$ cat src/cbc_pkg.sv
package cbc_pkg;

  // cartridge RAM geometry
  localparam int RAM_BYTES = 32768;
  localparam int RAM_AW    = $clog2(RAM_BYTES);
  // banked RAM offset before the size wrap: 2-bit bank and 13-bit window offset
  localparam int EFF_W     = 15;
  localparam int ROM_AW    = 23;
  localparam int ADDR_W    = 16;
  localparam int DATA_W    = 8;

  // configuration port
  localparam int CFG_IDX_W  = 2;
  localparam int CFG_DATA_W = 5;

  typedef enum logic [CFG_IDX_W-1:0] {
    CFG_CART_KIND = 2'd0,
    CFG_ROM_LOG2  = 2'd1,
    CFG_RAM_CODE  = 2'd2
  } cfg_idx_e;

  // cartridge kinds that decode bank selects
  localparam logic [1:0] CART_MBC1     = 2'd1;
  localparam logic [1:0] CART_MBC1_RAM = 2'd2;

  // RAM size codes from the cartridge header
  localparam logic [2:0] RAM_CODE_8K   = 3'd1;
  localparam logic [2:0] RAM_CODE_32K  = 3'd2;
  localparam logic [2:0] RAM_CODE_128K = 3'd3;
  localparam logic [2:0] RAM_CODE_64K  = 3'd4;

  // ROM size clamp
  localparam logic [4:0] ROM_LOG2_MIN = 5'd15;
  localparam logic [4:0] ROM_LOG2_MAX = 5'd23;

  // bus operation
  localparam logic OP_READ  = 1'b0;
  localparam logic OP_WRITE = 1'b1;

  typedef enum logic [1:0] {
    KIND_ROM   = 2'd0,
    KIND_RAM   = 2'd1,
    KIND_OPEN  = 2'd2,
    KIND_WRITE = 2'd3
  } result_kind_e;

  localparam logic [DATA_W-1:0] OPEN_BUS = 8'hFF;

  // decoded transaction heading for the result stage
  typedef struct packed {
    result_kind_e      kind;
    logic [ROM_AW-1:0] rom_addr;
  } dec_t;

  // one memory access: write port and read port
  typedef struct packed {
    logic              we;
    logic [RAM_AW-1:0] waddr;
    logic [DATA_W-1:0] wdata;
    logic              re;
    logic [RAM_AW-1:0] raddr;
  } mem_req_t;

  // log2 of the coded RAM size, zero when there is no RAM
  function automatic logic [4:0] ram_log2(input logic [2:0] code);
    logic [4:0] lg;
    case (code)
      RAM_CODE_8K:   lg = 5'd13;
      RAM_CODE_32K:  lg = 5'd15;
      RAM_CODE_128K: lg = 5'd17;
      RAM_CODE_64K:  lg = 5'd16;
      default:       lg = 5'd0;
    endcase
    return lg;
  endfunction

endpackage

$ cat src/cbc_clear.sv
module cbc_clear import cbc_pkg::*; (
  input  logic     clk_i,
  input  logic     rst_ni,
  output logic     busy_o,
  output mem_req_t req_o
);

  logic              busy_q, busy_d;
  logic [RAM_AW-1:0] idx_q, idx_d;

  // sweep every RAM entry to zero after reset
  always_comb begin
    busy_d = busy_q;
    idx_d  = idx_q;
    if (busy_q) begin
      idx_d = idx_q + RAM_AW'(1);
      if (idx_q == {RAM_AW{1'b1}}) begin
        busy_d = 1'b0;
      end
    end
  end

  always_ff @(posedge clk_i or negedge rst_ni) begin
    if (!rst_ni) begin
      busy_q <= 1'b1;
      idx_q  <= '0;
    end else begin
      busy_q <= busy_d;
      idx_q  <= idx_d;
    end
  end

  assign busy_o      = busy_q;
  assign req_o.we    = busy_q;
  assign req_o.waddr = idx_q;
  assign req_o.wdata = '0;
  assign req_o.re    = 1'b0;
  assign req_o.raddr = '0;

endmodule

$ cat config.mk
export PLATFORM = sky130hd
export DESIGN_NAME = cbc_clear
export DESIGN_NICKNAME = d
export VERILOG_FILES = /design/src/cbc_pkg.sv /design/src/cbc_clear.sv
export SDC_FILE = /design/constraint.sdc
export NUM_CORES = 1
export LEC_CHECK = 0
export BUFFER_PORTS_ARGS = -buffer_cell sky130_fd_sc_hd__buf_4
export CAP_MARGIN = 10
export CORE_MARGIN = 2
export CORE_UTILIZATION = 25
export DETAILED_ROUTE_END_ITERATION = 6
export HOLD_SLACK_MARGIN = 0.1
export MAX_ROUTING_LAYER = met4
export PLACE_DENSITY = 0.58
export SKIP_LAST_GASP = 1
export SLEW_MARGIN = 10
export SYNTH_ARGS = -nofsm -noshare
export SYNTH_HDL_FRONTEND = slang
export SYNTH_SLANG_ARGS = --single-unit
$ cat constraint.sdc
create_clock -name clk_i -period 1.7 [get_ports clk_i]
set_clock_uncertainty 0.15 [all_clocks]
set_input_delay 0.085 -clock clk_i [delete_from_list [all_inputs] [get_ports clk_i]]
set_output_delay 0.085 -clock clk_i [all_outputs]
set_load 0.05 [all_outputs]
==> flow_metrics.env <==
export IMPL_status="finished, final reports clean"
export IMPL_startpoint_type="flop"
export IMPL_synth_simple_gate_area_frac=0.173
export IMPL_grt_busiest_layer="met2"
export IMPL_syn_inst=86
export IMPL_ios=43
export IMPL_grt_pass1_vias=587
export IMPL_synth_top_family_by_area="buffers and inverters"
export IMPL_clk_latency_ps=250
export IMPL_dp_hpwl_um=1200
export IMPL_cts_sinks=16
export IMPL_die_w_um=64.8
export IMPL_grt_usage=0.0873
export IMPL_placed_area_mm2=0.00101
export IMPL_pre_cts_ws_ps=145
export IMPL_synth_cell_types=21
export IMPL_synth_xor_area_share=0.133
export IMPL_firstDrtPassIters=4
export IMPL_maxSlewViolCount=0
export IMPL_path_cells="nand4_2 -> nor4_1 -> xor2_1"
export IMPL_p_leak_nw=0.576
export IMPL_post_cts_buffers=0
export IMPL_synth_adder_area_share=0.0136
export IMPL_slew_headroom=0.546
export IMPL_crit_path_end_kind="flop"
export IMPL_coreArea_mm2=0.00361
export IMPL_clkSlewWorstSetupHoldPaths_ps=60
export IMPL_synthMuxAreaShare=0.0122
export IMPL_place_congestion=0.768
export IMPL_grt_util_met1=0.114
export IMPL_critPathBufInv=0
export IMPL_totalWireLength_um=1580
export IMPL_rsz0062_at_grt="no"
export IMPL_finalInstanceArea_mm2=0.00108
export IMPL_critPathMaxStageDelay_ps=620
export IMPL_worstHoldPathType="input pin to asynchronous set/reset pin"
export IMPL_antenna_found_initial=0
export IMPL_area_growth_pct=17.2
export IMPL_layout_setup_ws_ps=148
export IMPL_crit_family="flip-flops"
export IMPL_seq_area_um2=404
export IMPL_worst_slew_pin_slew_ps=680
export IMPL_met2_usage=0.124
export IMPL_critical_path_class="flop to flop"
export IMPL_drive_gt1_frac=0.271
export IMPL_rows=22
export IMPL_crit_path_max_fanout=9
export IMPL_crit_slowest_cell="dfstp_2"
export IMPL_initial_core_util=0.256
export IMPL_synth_seq_area_share=0.435
export IMPL_powerDensity_mw_per_mm2=744
export IMPL_fin_crit_ps=1550
export IMPL_ys_top_cells_by_area="dfrtp_1, buf_4, xor2_1, xnor2_1, dfstp_2"
export IMPL_dr_total_vias=590
export IMPL_cts_tree="built"
export IMPL_synth_compound_area_frac=0.0122
export IMPL_whs_ps=179
export IMPL_fp_dieArea_mm2=0.00420
export IMPL_finalCritPeriodShare=0.913
export IMPL_wire_per_inst_um=10.2
export IMPL_synth_top_area_share=0.407
export IMPL_cts_buffers_inserted=3
export IMPL_worstPathArrival_ps=1580
export IMPL_maxCapViolCount=0
export IMPL_final_common_cell="conb_1"
export IMPL_hold_violations=0
export IMPL_fillCellCount=382
export IMPL_fmax_ghz=0.644
export IMPL_place_port_buffers=18
export IMPL_drc=0
export IMPL_postSynthAreaPerCell_um2=10.7
export IMPL_multiInputGateArea_um2=408
export IMPL_die_y_um=64.8
export IMPL_syn_cell_area_um2=923
export IMPL_grt_util_met3=0.0260
export IMPL_grt_max_degree=16
export IMPL_vdd_drop_max_uv=175
export IMPL_setup_viol=0
export IMPL_dr_first_iter_drc_count=9
export IMPL_layout_common_cells="conb_1, buf_4, dfrtp_1, xor2_1, xnor2_1"
export IMPL_cts_root_buf="clkbuf_8"
export IMPL_yosysWarnings=0
export IMPL_synth_seq_cells=16
export IMPL_ant_nets=0
export IMPL_overflow=0
export IMPL_diodes=0
export IMPL_fin_nets=111
export IMPL_grt_pass1_wl_um=2690
export IMPL_synth_top_area_cell="dfrtp_1"
export IMPL_cts_buffer_depth=2
export IMPL_crit_required_ps=1730
export IMPL_htreeDepth=1
export IMPL_via_per_inst=3.81
-- timing repair --
| item | 4_1_cts | 5_1_grt |
|---|---|---|
| setup endpoints to repair | 0 | 15 |
| resized for setup | 0 | 1 |
| hold buffers | 2 | 0 |
| hold endpoints to repair | 16 | 0 |
-- synthesized netlist by cell type --
cell type	number
nor4_2	2
buf_4	25
inv_1	2
nand4_2	1
nand3_1	3
mux2_2	1
nand2_1	5
nand4_4	1
dfrtp_1	15
and3_1	1
dfstp_2	1
conb_1	1
nor4_1	2
xor2_1	8
o41a_1	1
xnor2_1	6
nor3_1	4
nand4_1	4
ha_1	1
nor2_1	1
clkbuf_2	1
-- final timing paths --
check	endpoint	start	slack (ps)	cells past startpoint
max in group asynchronous	idx_q[0]	rst_ni	470	3
min reg2reg	idx_q[14]	idx_q[14]	360	1
min	busy_o	rst_ni	180	2
min in group clk_i	idx_q[14]	idx_q[14]	360	1
max	idx_q[14]	busy_o	150	3
max reg2reg	idx_q[14]	busy_o	150	3
-- logic make-up after synthesis --
family                     after synthesis
and+or+nand+nor                         24
xor gates and xnor gates                14
DFF                                     16
other                                    1
muxes                                    1
AOI/OAI and AO/OA                        1
buffers and inverters                   28
adders and majority gates                1
-- state kept, by name, summed over array words and instances (netlist names) --
| register | count |
|---|---|
| idx_q | 15 |
| busy_o | 1 |
-- final cells by class --
class / count / share of cell area
Multi-Input combinational cell: 65 / 0.377
Sequential cell: 16 / 0.373
Timing Repair Buffer: 20 / 0.146
Tap cell: 48 / 0.0555
Clock buffer: 4 / 0.0416
Inverter: 2 / 0.00694
-- routing by layer --
layer,wire (um),part of all wire
met4,24,0.015
met3,108,0.068
met1,738,0.47
met2,712,0.45
met5,0,0
-- power breakdown --
part           internal (mW)  total [mW]  leakage (nW)  switching (mW)
sequential             0.381       0.381         0.217               0
clock                  0.166       0.296        0.0228           0.130
combinational        0.00489       0.129         0.336           0.124
total                  0.552       0.806         0.576           0.253
-- through the flow --
stage | std cells | setup TNS (ps) | utilization | power (mW)
after floorplan | 109 | -25.3 | - | 0.546
after global placement | 149 | 0 | 0.281 | 0.511
after detailed placement | 149 | 0 | 0.281 | 0.511
after CTS | 155 | 0 | 0.299 | 0.810
after global routing | 155 | 0 | 0.300 | 0.830
final | 155 | 0 | 0.300 | 0.806
Power figures use the tool's default switching activity.
