$ cat config.mk
export PLATFORM = sky130hd
export DESIGN_NAME = cbc_mapper
export DESIGN_NICKNAME = d
export VERILOG_FILES = /design/src/cbc_pkg.sv /design/src/cbc_mapper.sv
export SDC_FILE = /design/constraint.sdc
export NUM_CORES = 1
export LEC_CHECK = 0
export ABC_AREA = 0
export BUFFER_PORTS_ARGS = -buffer_cell sky130_fd_sc_hd__buf_2
export CAP_MARGIN = 20
export CORE_ASPECT_RATIO = 1.2
export CORE_MARGIN = 2
export CORE_UTILIZATION = 43
export CTS_CLUSTER_DIAMETER = 40
export DETAILED_ROUTE_END_ITERATION = 8
export PLACE_DENSITY = 0.95
export SYNTH_ARGS = -nofsm -noshare
export SYNTH_HDL_FRONTEND = slang
export SYNTH_SLANG_ARGS = --single-unit
$ cat constraint.sdc
create_clock -name clk_i -period 3.63 [get_ports clk_i]
set_clock_uncertainty 0.05 [all_clocks]
set_input_delay 0.9075 -clock clk_i [delete_from_list [all_inputs] [get_ports clk_i]]
set_output_delay 0.9075 -clock clk_i [all_outputs]
set_load 0.05 [all_outputs]
$ cat src/cbc_pkg.sv
package cbc_pkg;

  // cartridge RAM geometry
  localparam int RAM_BYTES = 32768;
  localparam int RAM_AW    = $clog2(RAM_BYTES);
  // banked RAM offset before the size wrap: 2-bit bank and 13-bit window offset
  localparam int EFF_W     = 15;
  localparam int ROM_AW    = 23;
  localparam int ADDR_W    = 16;
  localparam int DATA_W    = 8;

  // configuration port
  localparam int CFG_IDX_W  = 2;
  localparam int CFG_DATA_W = 5;

  typedef enum logic [CFG_IDX_W-1:0] {
    CFG_CART_KIND = 2'd0,
    CFG_ROM_LOG2  = 2'd1,
    CFG_RAM_CODE  = 2'd2
  } cfg_idx_e;

  // cartridge kinds that decode bank selects
  localparam logic [1:0] CART_MBC1     = 2'd1;
  localparam logic [1:0] CART_MBC1_RAM = 2'd2;

  // RAM size codes from the cartridge header
  localparam logic [2:0] RAM_CODE_8K   = 3'd1;
  localparam logic [2:0] RAM_CODE_32K  = 3'd2;
  localparam logic [2:0] RAM_CODE_128K = 3'd3;
  localparam logic [2:0] RAM_CODE_64K  = 3'd4;

  // ROM size clamp
  localparam logic [4:0] ROM_LOG2_MIN = 5'd15;
  localparam logic [4:0] ROM_LOG2_MAX = 5'd23;

  // bus operation
  localparam logic OP_READ  = 1'b0;
  localparam logic OP_WRITE = 1'b1;

  typedef enum logic [1:0] {
    KIND_ROM   = 2'd0,
    KIND_RAM   = 2'd1,
    KIND_OPEN  = 2'd2,
    KIND_WRITE = 2'd3
  } result_kind_e;

  localparam logic [DATA_W-1:0] OPEN_BUS = 8'hFF;

  // decoded transaction heading for the result stage
  typedef struct packed {
    result_kind_e      kind;
    logic [ROM_AW-1:0] rom_addr;
  } dec_t;

  // one memory access: write port and read port
  typedef struct packed {
    logic              we;
    logic [RAM_AW-1:0] waddr;
    logic [DATA_W-1:0] wdata;
    logic              re;
    logic [RAM_AW-1:0] raddr;
  } mem_req_t;

  // log2 of the coded RAM size, zero when there is no RAM
  function automatic logic [4:0] ram_log2(input logic [2:0] code);
    logic [4:0] lg;
    case (code)
      RAM_CODE_8K:   lg = 5'd13;
      RAM_CODE_32K:  lg = 5'd15;
      RAM_CODE_128K: lg = 5'd17;
      RAM_CODE_64K:  lg = 5'd16;
      default:       lg = 5'd0;
    endcase
    return lg;
  endfunction

endpackage

$ cat src/cbc_mapper.sv
module cbc_mapper import cbc_pkg::*; (
  input  logic                  clk_i,
  input  logic                  rst_ni,
  input  logic                  cfg_we_i,
  input  logic [CFG_IDX_W-1:0]  cfg_idx_i,
  input  logic [CFG_DATA_W-1:0] cfg_data_i,
  input  logic                  accept_i,
  input  logic                  operation_i,
  input  logic [ADDR_W-1:0]     bus_address_i,
  input  logic [DATA_W-1:0]     write_data_i,
  output dec_t                  dec_o,
  output mem_req_t              req_o
);

  logic [1:0]        cart_kind_q, cart_kind_d;
  logic [4:0]        rom_log2_q, rom_log2_d;
  logic [2:0]        ram_code_q, ram_code_d;
  logic [4:0]        rom_bank_q, rom_bank_d;
  logic              ram_en_q, ram_en_d;
  logic [1:0]        ram_sel_q, ram_sel_d;

  logic [4:0]        rom_lg;
  logic [ROM_AW-1:0] rom_mask;
  logic [ROM_AW-1:0] rom_banked;
  logic [4:0]        ram_lg_raw;
  logic [4:0]        ram_lg;
  logic [EFF_W-1:0]  ram_mask;
  logic [EFF_W-1:0]  ram_eff;
  logic [EFF_W-1:0]  ram_off;
  logic              ram_win;
  logic              ram_ok;
  logic              is_read;

  // address decode
  assign is_read    = (operation_i == OP_READ);
  assign ram_win    = (bus_address_i[15:13] == 3'b101);
  assign ram_lg_raw = ram_log2(ram_code_q);
  assign ram_ok     = ram_en_q && (ram_lg_raw != 5'd0);
  assign ram_lg     = (ram_lg_raw > 5'(RAM_AW)) ? 5'(RAM_AW) : ram_lg_raw;
  assign ram_eff    = {ram_sel_q, bus_address_i[12:0]};

  // ROM size clamp
  always_comb begin
    if (rom_log2_q < ROM_LOG2_MIN) begin
      rom_lg = ROM_LOG2_MIN;
    end else if (rom_log2_q > ROM_LOG2_MAX) begin
      rom_lg = ROM_LOG2_MAX;
    end else begin
      rom_lg = rom_log2_q;
    end
  end

  // size masks: power-of-two wrap of ROM and RAM addresses
  always_comb begin
    for (int i = 0; i < ROM_AW; i++) begin
      rom_mask[i] = (5'(i) < rom_lg);
    end
    for (int j = 0; j < EFF_W; j++) begin
      ram_mask[j] = (5'(j) < ram_lg);
    end
  end

  assign rom_banked = {4'b0, rom_bank_q, bus_address_i[13:0]} & rom_mask;
  assign ram_off    = ram_eff & ram_mask;

  // read result decode
  always_comb begin
    dec_o.kind     = KIND_WRITE;
    dec_o.rom_addr = '0;
    if (is_read) begin
      if (!bus_address_i[15]) begin
        dec_o.kind = KIND_ROM;
        if (!bus_address_i[14]) begin
          dec_o.rom_addr = {7'b0, bus_address_i};
        end else begin
          dec_o.rom_addr = rom_banked;
        end
      end else if (ram_win && ram_ok) begin
        dec_o.kind = KIND_RAM;
      end else begin
        dec_o.kind = KIND_OPEN;
      end
    end
  end

  // RAM access issued in the accept cycle
  assign req_o.we    = accept_i && !is_read && ram_win && ram_ok;
  assign req_o.waddr = ram_off[RAM_AW-1:0];
  assign req_o.wdata = write_data_i;
  assign req_o.re    = accept_i && is_read && ram_win && ram_ok;
  assign req_o.raddr = ram_off[RAM_AW-1:0];

  // configuration and bank register updates
  always_comb begin
    cart_kind_d = cart_kind_q;
    rom_log2_d  = rom_log2_q;
    ram_code_d  = ram_code_q;
    rom_bank_d  = rom_bank_q;
    ram_en_d    = ram_en_q;
    ram_sel_d   = ram_sel_q;
    if (cfg_we_i) begin
      unique case (cfg_idx_i)
        CFG_CART_KIND: cart_kind_d = cfg_data_i[1:0];
        CFG_ROM_LOG2:  rom_log2_d  = cfg_data_i;
        CFG_RAM_CODE:  ram_code_d  = cfg_data_i[2:0];
        default:       ;
      endcase
    end
    if (accept_i && !is_read) begin
      unique case (bus_address_i[15:13])
        3'b000: ram_en_d = (write_data_i[3:0] == 4'hA);
        3'b001: begin
          if (cart_kind_q == CART_MBC1 || cart_kind_q == CART_MBC1_RAM) begin
            rom_bank_d = (write_data_i[4:0] == 5'd0) ? 5'd1 : write_data_i[4:0];
          end
        end
        3'b010: begin
          if (cart_kind_q == CART_MBC1_RAM) begin
            ram_sel_d = write_data_i[1:0];
          end
        end
        default: ;
      endcase
    end
  end

  always_ff @(posedge clk_i or negedge rst_ni) begin
    if (!rst_ni) begin
      cart_kind_q <= '0;
      rom_log2_q  <= ROM_LOG2_MIN;
      ram_code_q  <= '0;
      rom_bank_q  <= 5'd1;
      ram_en_q    <= 1'b0;
      ram_sel_q   <= '0;
    end else begin
      cart_kind_q <= cart_kind_d;
      rom_log2_q  <= rom_log2_d;
      ram_code_q  <= ram_code_d;
      rom_bank_q  <= rom_bank_d;
      ram_en_q    <= ram_en_d;
      ram_sel_q   <= ram_sel_d;
    end
  end

endmodule

==> results.sh <==
export IMPL_status="complete, no violations"
export IMPL_post_drt_wl_per_cell_um=13.1
export IMPL_drive_gt1_share_pct=62.0
export IMPL_postSynthCellCount=136
export IMPL_ys_async_sr_fraction_pct=100
export IMPL_cpMaxStageDelayCell="buf_2"
export IMPL_hold_path_class="primary input to async pin"
export IMPL_synth_area_per_cell_um2=9.75
export IMPL_path_class="primary input to output port"
export IMPL_drv_slew=0
export IMPL_cts_tree="done"
export IMPL_netlist_area_um2=1330
export IMPL_final_period_utilization_pct=77.3
export IMPL_fin_crit_ns=2.81
export IMPL_clock_path_buffers=2
export IMPL_setup_slack_ns=0.824
export IMPL_hold_buffers=0
export IMPL_required_ns=2.67
export IMPL_worst_path_stages=5
export IMPL_grt_pass1_wl_um=4860
export IMPL_final_util_pct=55.7
export IMPL_clkLatencyLatePin_ns=0.29
export IMPL_worstPathMaxFanout=6
export IMPL_io_pins=101
export IMPL_instances_no_fill=241
export IMPL_crit_path_start="operation_i"
export IMPL_ctsRootBufferMaster="clkbuf_4"
export IMPL_drc=0
export IMPL_fp_coreArea_um2=3000
export IMPL_cts_resized=0
export IMPL_clk_pin_slew_ns=0.10
export IMPL_reg2reg_slack_ns=2.00
export IMPL_slowest_delay_ns=0.26
export IMPL_synth_ff_type="dfrtp_1"
export IMPL_path_cells="buf_2 -> nor2_1 -> and3_1 -> and3_1 -> buf_2"
export IMPL_ys_warn_count=0
export IMPL_yosys_register_bits=18
export IMPL_grt_use_total_pct=18.6
export IMPL_rsz0062_at_grt="false"
export IMPL_critPathLaunchType="primary input"
export IMPL_pre_cts_ws_ns=0.826
export IMPL_fin_tns_setup_ns=0
export IMPL_htreeDepth=1
export IMPL_yosysSeqAreaShare_pct=34.4
export IMPL_layout_nets=243
export IMPL_num_rows=22
export IMPL_dieArea_um2=3550
export IMPL_cts_sinks=18
export IMPL_synth_cell_types=33
export IMPL_grt_ovfl_total=0
export IMPL_power_density_nw_per_um2=542
export IMPL_drt_pass1_iter_count=2
export IMPL_finalSetupViolCount=0
export IMPL_crit_buf_inv=2
export IMPL_port_buffers=90
export IMPL_worstReg2RegStart="cart_kind_q[1]$_DFFE_PN0P_"
export IMPL_cts_inserted_buffers=3
export IMPL_gp_congestion=0.840
export IMPL_cp_top_family="simple AND/OR/NAND/NOR gates"
export IMPL_cp_end_kind="output port"
export IMPL_drt_vias_per_instance=5.03
export IMPL_hold_violations=0
export IMPL_dpl_cell_count=237
export IMPL_vias=1213
export IMPL_grt_pass1_vias=1137
export IMPL_antenna_found_initial=0
export IMPL_synth_edf_count=0
export IMPL_die_w_um=54.7
export IMPL_diodes=0
export IMPL_critPathArrivalTime_ns=1.85
export IMPL_regArea_um2=457
export IMPL_ir_drop_v=0.000363
export IMPL_fp_dieH_um=64.8
export IMPL_fmax_mhz=356
export IMPL_fill_cells=303
export IMPL_start_util_pct=44.2
export IMPL_reg2reg_depth=4
export IMPL_cts_setup_buffers=0
export IMPL_multi_input_area_um2=659
export IMPL_dp_hpwl_um=2720
export IMPL_drt_iter0_markers=17
export IMPL_p_leak_nw=0.978
export IMPL_routed_wl_um=3160
export IMPL_grt_max_degree=19
export IMPL_detail_route_antenna_nets=0
export IMPL_syn2layout_area_growth_pct=25.9
export IMPL_drv_cap=0
## worst register-to-register path, delay by kind of cell, from the launching register on
kind	cells	cell delay, ns
adders and majority gates	1	0.28
DFF	1	0.39
muxes	1	0.36
and+or+nand+nor	2	0.44
## path summary, 6_finish.rpt
check | end
setup / recovery | dec_o[18]
hold / removal | rom_bank_q[3]$_DFFE_PN0P_
setup reg to reg | rom_bank_q[1]$_DFFE_PN0P_
hold reg to reg | rom_bank_q[4]$_DFFE_PN0P_
max in group asynchronous | rom_log2_q[2]$_DFFE_PN1P_
min in group clk_i | rom_bank_q[4]$_DFFE_PN0P_
## metrics by stage
step / cell area (um^2) / hold slack (ns) / power (W)
after global placement: 1630 / 0.445 / 0.000787
after CTS: 1670 / 0.457 / 0.000915
final: 1670 / 0.456 / 0.000906
after global routing: 1670 / 0.481 / 0.000957
after detailed placement: 1630 / 0.437 / 0.000792
after floorplan: 1340 / 0.420 / 0.000722
## report_power, final
group / switching (W) / leakage [nW] / internal, W
clock: 0.0000602 / 0.0210 / 0.0000612
combinational: 0.000364 / 0.742 / 0.000137
sequential: 0.0000275 / 0.215 / 0.000256
## cell usage after synthesis, drive strengths merged, types with 2 or more instances
| cell | count | share of area, % |
|---|---|---|
| dfrtp | 13 | 25 |
| nor3 | 2 | 0.75 |
| nor2b | 2 | 0.94 |
| o21ai | 2 | 0.75 |
| and3 | 19 | 9.4 |
| clkbuf | 3 | 0.85 |
| buf | 27 | 15 |
| nand2 | 4 | 1.1 |
| and2 | 16 | 7.7 |
| nand3b | 4 | 2.3 |
| inv | 2 | 0.57 |
| mux2 | 16 | 14 |
| dfstp | 5 | 9.9 |
| and4 | 2 | 1.4 |
| nor2 | 4 | 1.1 |
## layout make-up
class / instances / area share [%]
Clock buffer: 4 / 2.17
Tap cell: 36 / 2.70
Sequential cell: 18 / 27.3
Inverter: 2 / 0.449
Multi-Input combinational cell: 89 / 39.5
Timing Repair Buffer: 92 / 27.9
## kinds of logic (layout without fill, tap and decap cells)
logic type	after synthesis	after routing	synth area share, %
compound gates	7	7	3.77
buf+inv	32	98	16.7
fa+ha+maj	1	1	0.943
other cells	1	4	0.283
flops	18	18	34.4
mux	17	17	14.3
simple gates	60	60	29.5
## cells in the final DEF (no fill, tap or decap), types with 2 or more instances in the layout
master and count:
conb_1 4, o21ai_0 2, nor2b_1 2, and2_1 15, nand2_1 4, buf_4 2
nor2_1 4, dfrtp_1 13, clkbuf_4 3, mux2_2 16, and3_1 14, buf_2 90
nor3_1 2, dfstp_2 5, and3_2 5, nand3b_1 4, inv_1 2
## layer usage
metal	global-route usage [%]	vias to the layer above	share of wire [%]
li1	-	585	-
met1	20.5	556	38
met2	32.4	70	47
met3	5.07	2	14
met4	6.88	0	0.92
met5	0	-	0
## flip-flops by register name, indices dropped and copies added, names as in the netlist
name and cells:
rom_bank_q 5, rom_log2_q 5, ram_code_q 3, cart_kind_q 2, ram_sel_q 2, ram_en_q 1
Note: power is estimated with default switching activity, not from simulation.
